$ cat src/rtl/mtfc_pkg.sv
// Shared constants and types for the motor telemetry frame checker.
// No dependencies; imported by every module of the block.
package mtfc_pkg;

    localparam int FRAME_LEN     = 16;
    localparam int CRC_LEN       = 14;
    localparam int PAYLOAD_FIRST = 2;
    localparam int PAYLOAD_LEN   = 12;
    localparam int MOTORS        = 4;

    localparam int CNT_W  = 5;
    localparam int SIDX_W = 4;

    localparam logic [15:0]      CRC_POLY   = 16'h1021;
    localparam logic [15:0]      CRC_TOP    = 16'h8000;
    localparam logic [CNT_W-1:0] IDLE_COUNT = CNT_W'(FRAME_LEN);
    localparam logic [CNT_W-1:0] CRC_HI_IDX = CNT_W'(CRC_LEN);
    localparam logic [CNT_W-1:0] LAST_IDX   = CNT_W'(FRAME_LEN - 1);
    localparam logic [CNT_W-1:0] PAY_FIRST  = CNT_W'(PAYLOAD_FIRST);

    // 1 + 4*16 + 4*8 = 97 bits, padded to 13 bytes on the stream
    localparam int RESULT_W = 97;
    localparam int M_DATA_W = 104;

    typedef struct packed {
        logic [MOTORS-1:0][7:0]  currents;
        logic [MOTORS-1:0][15:0] positions;
        logic                    frame_ok;
    } result_t;

endpackage

$ cat src/rtl/mtfc_crc8.sv
// One-byte CRC-16 update, polynomial 0x1021, MSB first.
// Depends on mtfc_pkg for the polynomial constants.
module mtfc_crc8
    import mtfc_pkg::*;
(
    input  logic [15:0] crc_in,
    input  logic [7:0]  data,
    output logic [15:0] crc_out
);

    always_comb
    begin
        logic [15:0] c;
        c = crc_in ^ {data, 8'h00};
        for (int k = 0; k < 8; k++)
        begin
            if ((c & CRC_TOP) != 16'h0000)
                c = {c[14:0], 1'b0} ^ CRC_POLY;
            else
                c = {c[14:0], 1'b0};
        end
        crc_out = c;
    end

endmodule

$ cat src/rtl/mtfc_frame_core.sv
// Frame state: byte counter, running CRC, payload shadow and stored readings.
// Depends on mtfc_pkg and mtfc_crc8.
module mtfc_frame_core
    import mtfc_pkg::*;
(
    input  logic          clk,
    input  logic          rst_n,
    input  logic          enable,
    input  logic [7:0]    data_byte,
    input  logic          frame_start,
    output logic          has_result,
    output result_t       result
);

    logic [CNT_W-1:0]            cnt_reg, cnt_next, cnt_eff;
    logic [15:0]                 crc_reg, crc_next, crc_eff, crc_upd;
    logic [7:0]                  crc_hi_reg;
    logic [PAYLOAD_LEN-1:0][7:0] shadow_reg;
    logic [MOTORS-1:0][15:0]     pos_reg, pos_next;
    logic [MOTORS-1:0][7:0]      cur_reg, cur_next;
    logic [CNT_W-1:0]            sidx_full;
    logic [SIDX_W-1:0]           sidx;
    logic                        active, in_crc, is_hi, is_last, frame_ok;

    mtfc_crc8 u_crc8
    (
        .crc_in  (crc_eff),
        .data    (data_byte),
        .crc_out (crc_upd)
    );

    assign cnt_eff   = frame_start ? '0 : cnt_reg;
    assign crc_eff   = frame_start ? 16'h0000 : crc_reg;
    assign active    = (cnt_eff < IDLE_COUNT);
    assign in_crc    = (cnt_eff < CRC_HI_IDX);
    assign is_hi     = (cnt_eff == CRC_HI_IDX);
    assign is_last   = (cnt_eff == LAST_IDX);
    assign sidx_full = cnt_eff - PAY_FIRST;
    assign sidx      = sidx_full[SIDX_W-1:0];
    assign frame_ok  = ({crc_hi_reg, data_byte} == crc_reg);

    // result only on the final byte; a start byte is always byte 0
    assign has_result = is_last;

    always_comb
    begin
        cnt_next = cnt_reg;
        crc_next = crc_eff;
        pos_next = pos_reg;
        cur_next = cur_reg;
        if (active)
        begin
            if (in_crc)
            begin
                crc_next = crc_upd;
                cnt_next = cnt_eff + CNT_W'(1);
            end
            else if (is_hi)
            begin
                cnt_next = cnt_eff + CNT_W'(1);
            end
            else
            begin
                cnt_next = IDLE_COUNT;
                if (frame_ok)
                begin
                    for (int m = 0; m < MOTORS; m++)
                    begin
                        pos_next[m] = {shadow_reg[3*m], shadow_reg[3*m+1]};
                        cur_next[m] = shadow_reg[3*m+2];
                    end
                end
            end
        end
        else
        begin
            crc_next = crc_reg;
        end
    end

    assign result.frame_ok  = frame_ok;
    assign result.positions = pos_next;
    assign result.currents  = cur_next;

    always_ff @(posedge clk or negedge rst_n)
    begin
        if (!rst_n)
        begin
            cnt_reg <= IDLE_COUNT;
            crc_reg <= 16'h0000;
            pos_reg <= '0;
            cur_reg <= '0;
        end
        else if (enable)
        begin
            cnt_reg <= cnt_next;
            crc_reg <= crc_next;
            pos_reg <= pos_next;
            cur_reg <= cur_next;
        end
    end

    // payload bytes and CRC high byte: no reset, always written before use
    always_ff @(posedge clk)
    begin
        if (enable && active && in_crc && (cnt_eff >= PAY_FIRST))
            shadow_reg[sidx] <= data_byte;
        if (enable && active && is_hi)
            crc_hi_reg <= data_byte;
    end

endmodule

$ cat config.mk
export PLATFORM = sky130hd
export DESIGN_NAME = mtfc_frame_core
export DESIGN_NICKNAME = d
export VERILOG_FILES = /design/src/rtl/mtfc_pkg.sv /design/src/rtl/mtfc_crc8.sv /design/src/rtl/mtfc_frame_core.sv
export SDC_FILE = /design/constraint.sdc
export NUM_CORES = 1
export LEC_CHECK = 0
export BUFFER_PORTS_ARGS = -buffer_cell sky130_fd_sc_hd__buf_2
export CORE_AREA = 2 2 158 160
export DETAILED_ROUTE_END_ITERATION = 16
export DIE_AREA = 0 0 160 162
export GPL_TIMING_DRIVEN = 1
export SKIP_CTS_REPAIR_TIMING = 1
export SYNTH_ARGS = -nofsm -noshare
export SYNTH_HDL_FRONTEND = slang
export SYNTH_SLANG_ARGS = --single-unit
$ cat constraint.sdc
create_clock -name clk -period 2.8 [get_ports clk]
set_input_delay 0.28 -clock clk [delete_from_list [all_inputs] [get_ports clk]]
set_output_delay 0.28 -clock clk [all_outputs]
set_load 0.005 [all_outputs]
[Word level (Yosys, flattened, before mapping)]
Cells that the tools add are included.
Word-level totals
  register bits: 221
  logic and storage cells: 72
  bits of input ports: 12
  output and inout bits: 98
Cells by class
  bitwise gates (word level): 9
  multiplexer cells: 24
  $add $sub $neg: 2
  reduce and logical (&&, ||, !) cells: 6
  magnitude comparators: 5
  equal/unequal tests: 3
Operators by type and width (count)
  $mux W64: 4
  $mux W32: 4
  $mux W13: 8
  $bwmux W96: 1
  $demux W8 S4: 1
  $mux W16: 2
  $not A3 Y3: 8
  $eq A16 B16 Y1: 1
  $xor A16 B16 Y16: 1
  $mux W5: 3
  $eq A5 B4 Y1 const B: 2
  $mux W8: 1
  $add A5 B1 Y5 const B: 1
  $ge A5 B2 Y1 const B: 1
  $logic_and A1 B1 Y1: 5
  $lt A4 B5 Y1 const B: 1
  $lt A5 B4 Y1 const B: 1
  $lt A5 B5 Y1 const B: 1
  $ge A4 B1 Y1 const B: 1
  $sub A4 B2 Y4 const B: 1
  $reduce_and A2 Y1: 1

[Depth between registers and ports, before layout]
  word-level depth: 19
  mapped depth: 12
  depth with buffers taken out: 8

[Modules after synthesis]
A second synthesis with hierarchy kept.
Second synthesis, totals
  cell total of the unflattened synthesis: 588
  area, all modules: 9673.0 um^2
Modules (own cells, without submodules)
  mtfc_frame_core: area an instance 9281.4 um^2, cells each 563, times used 1, seq. area each 6052.1 um^2
  mtfc_crc8: area an instance 391.6 um^2, cells each 25, times used 1, seq. area each 0.0 um^2

[Least setup slack after synthesis]
OpenSTA, ideal clock, no wires.
  path type: input to output
  from: in frame_start
  to: out result[10] (netlist name)
  stages: 11
  path slack: -79 ps
  data arrival time: 2599 ps
  buffers on the path: 4
  data required time: 2520 ps
  cells stage by stage: clkbuf_1 -> clkbuf_1 -> clkbuf_1 -> nand2b_1 -> inv_1 -> ha_1 -> nand2_1 -> nor3_1 -> nand2_1 -> buf_1 -> mux2_2
RTL lines
  from (decl): RTL line mtfc_frame_core.sv:10  | input logic frame_start,
  to (decl): RTL line mtfc_frame_core.sv:12  | output result_t result

==> flow_metrics.tcl <==
set metrics [dict create \
    final_area_mm2 0.0119 \
    num_vias 5500 \
    cp.depth 8 \
    r2r-end "pos_reg[41]$_DFFE_PN0P_" \
    numPortBuffers 109 \
    largest_register_ffs 96 \
    multiInputGateArea_mm2 0.00342 \
    ir_drop_v 0.000391 \
    vias_per_cell 4.98 \
    postSynthAreaPerCell_um2 15.7 \
    grt_usage_pct 16.5 \
    critPathBufInv 3 \
    ys_seq_area_share_pct 63.5 \
    critical_path_class "register to output port" \
    initial_utilization_pct 39.5 \
    p_sw_share_pct 24.0 \
    cts_tree "built" \
    path_clk_slew_ns 0.06 \
    synth_fp_nets 628 \
    maxCapViolations 0 \
    place_area_mm2 0.0106 \
    finalClockSkew_ns 0.0172 \
    drt-total-wl_um 22100 \
    clock_latency_ns 0.52 \
    synth-xor-area-share_pct 4.60 \
    cts_buffers 25 \
    drive_gt1_share_pct 44.6 \
    worstRegToRegCells 9 \
    grt_max_degree 51 \
    dp_slack_ns 0.160 \
    synthMuxAreaShare_pct 23.0 \
    ys_warn_count 0 \
    rsz0062_at_grt "true" \
    synth_top_family_by_area "multiplexers" \
    tightest_slew_ns 0.565 \
    yosysUniqueCellTypes 35 \
    synthesis.area_mm2 0.00953 \
    setup_ws_ns -0.0607 \
    power_density_mw_per_mm2 657 \
    hold_path.class "primary input to register" \
    p_leak_nw 5.57 \
    synth_seq_cells 221 \
    dieArea_mm2 0.0259 \
    drt-initial-drc-count 314 \
    synth-main-ff-cell "dfrtp_1" \
    cp_max_fo 6 \
    insertedDiodeCount 0 \
    drc 0 \
    clkPwrFrac_pct 40.9 \
    synthAdderAreaFrac_pct 1.05 \
    hold_viol 0 \
    cts.path.max_buffers 3 \
    required_ns 2.52 \
    synth-edff-count 104 \
    reg2reg_slack_ns 0.18 \
    arrival_ns 2.58 \
    cts_root_buf "clkbuf_16" \
    power.share.combinational_pct 11.5 \
    grt_overflow_total 0 \
    cpPeakStageDelay_ns 0.46 \
    setup_viol 74 \
    end_kind "output port" \
    wl_per_cell_um 20.0 \
    drtAntennaViolNets 0 \
    post-route-period-util_pct 102 \
    status "finished, violations left" \
    n_fill_cell 2124 \
    synth_area_leaders "edfxtp_1 (33%), dfrtp_1 (30%), mux2_2 (13%)" \
    rows 57 \
    grt_pass1_vias 5698 \
    dpl.hpwl_um 14000 \
    area_growth_pct 25.3 \
    yosysTopAreaCell "edfxtp_1" \
    synth-simple-area-share_pct 4.10 \
    crit_chain "xnor2_2 > nand4_1 > nor4_4 > buf_6 > nand2_2 > buf_4 > mux2_2 > buf_2" \
    gp_congestion 0.800 \
    r2r-start "crc_reg[13]$_DFFE_PN0P_" \
    synth_compound_area_share_pct 1.56 \
    synth_top_area_share_pct 32.8 \
    grt_pass1_wl_um 33300 \
    most-common-layout-cells "mux2_2 (119), dfrtp_1 (114), edfxtp_1 (104)" \
    maxSlewHeadroom_pct 62.3 \
    final_nets 784 \
    final_common_cell "mux2_2" \
    antenna_found_initial 0 \
    core_area_mm2 0.0241 \
    syn_inst 608 \
    switchingPower_mw 1.88 \
    cts.sinks 221 \
    drt_first_pass_iters 4 \
    start_kind "register" \
    maxSlewViolCount 0 \
    critPathSlowestCell "dfrtp_2" \
    fmax_ghz 0.350 \
    seqPwrFrac_pct 47.6 \
    path_delay_family "simple AND/OR/NAND/NOR gates" \
    period_minus_slack_ns 2.86 \
    power.internal_mw 5.95 \
    seq_area_mm2 0.00605 \
    fp.dieH_um 162 \
    startpoint "crc_reg[13]$_DFFE_PN0P_" \
    fp.dieW_um 160 \
    pin_count 110 \
    synth-async-reset-ratio_pct 52.9 \
    crit_path_end "result[43]" \
    violations "setup timing" \
    finalSetupTns_ns -1.50 \
    htreeDepth 1 \
]
metrics by stage:
step	total power [mW]	hold WS, ns	std cells	utilization, %
final	7.84	0.116	1105	49.5
after global routing	8.19	0.122	1105	49.5
after CTS	7.82	-0.236	1082	47.2
after detailed placement	4.60	0.308	1038	43.8
after global placement	4.58	0.309	1038	43.8
after floorplan	4.32	-0.0156	608	-
logic make-up after synthesis:
family                     after synthesis
AOI/OAI and AO/OA                       27
buffers and inverters                   35
and+or+nand+nor                         72
adders and majority gates                8
muxes                                  195
xor gates and xnor gates                50
DFF                                    221
power groups by stage:
stage / sequential (mW) / combinational (mW) / clock [mW]
3_5_place_dp: 3.79 / 0.807 / 0
4_1_cts: 3.73 / 0.815 / 3.27
3_3_place_gp: 3.79 / 0.791 / 0
5_1_grt: 3.75 / 1.01 / 3.43
6_report: 3.73 / 0.899 / 3.21
2_1_floorplan: 3.75 / 0.573 / 0
worst min path at each step:
stage | startpoint | end | slack [ns] | depth (start not counted)
finish | enable | cnt_reg[4]$_DFFE_PN1P_ | 0.12 | 3
global placement | rst_n | pos_reg[38]$_DFFE_PN0P_ | 0.31 | 1
floorplan | rst_n | cnt_reg[0]$_DFFE_PN0P_ | -0.02 | 0
CTS | rst_n | pos_reg[39]$_DFFE_PN0P_ | -0.24 | 1
global route | enable | cnt_reg[4]$_DFFE_PN1P_ | 0.12 | 3
detailed placement | rst_n | pos_reg[38]$_DFFE_PN0P_ | 0.31 | 1
metal layers:
metal	global-route usage, %	wire (um)
met1	21.9	9620
met2	28.4	11100
met3	2.55	942
met4	4.83	424
met5	0	0
worst reg2reg max path, stage by stage, from the launching register on:
cell     delay (ns)
dfrtp_2        0.46
xnor2_2        0.18
nand4_1        0.18
nor4_4         0.30
buf_6          0.19
buf_4          0.13
buf_4          0.11
nand3_4        0.29
buf_4          0.37
mux2_2         0.31
final cells by class:
cell class	count	area share (%)
multi-input combinational	354	28.7
inverter	6	0.189
clock inverter	16	1.37
timing repair buffer	156	10.3
clock buffer	28	5.42
tap	324	3.40
sequential	221	50.7
synth_stat cells (4+ instances only):
master	n
nand2_1	22
buf_6	8
nand4_1	4
xnor2_1	46
dfrtp_1	116
clkbuf_1	12
nand2b_1	7
edfxtp_1	104
buf_1	5
and2_1	12
ha_1	8
mux2_2	114
mux2_1	80
nor2b_1	7
o21ai_0	17
xor2_1	4
inv_1	6
nor2_1	11
No activity file was read; power rests on OpenSTA's default activity.
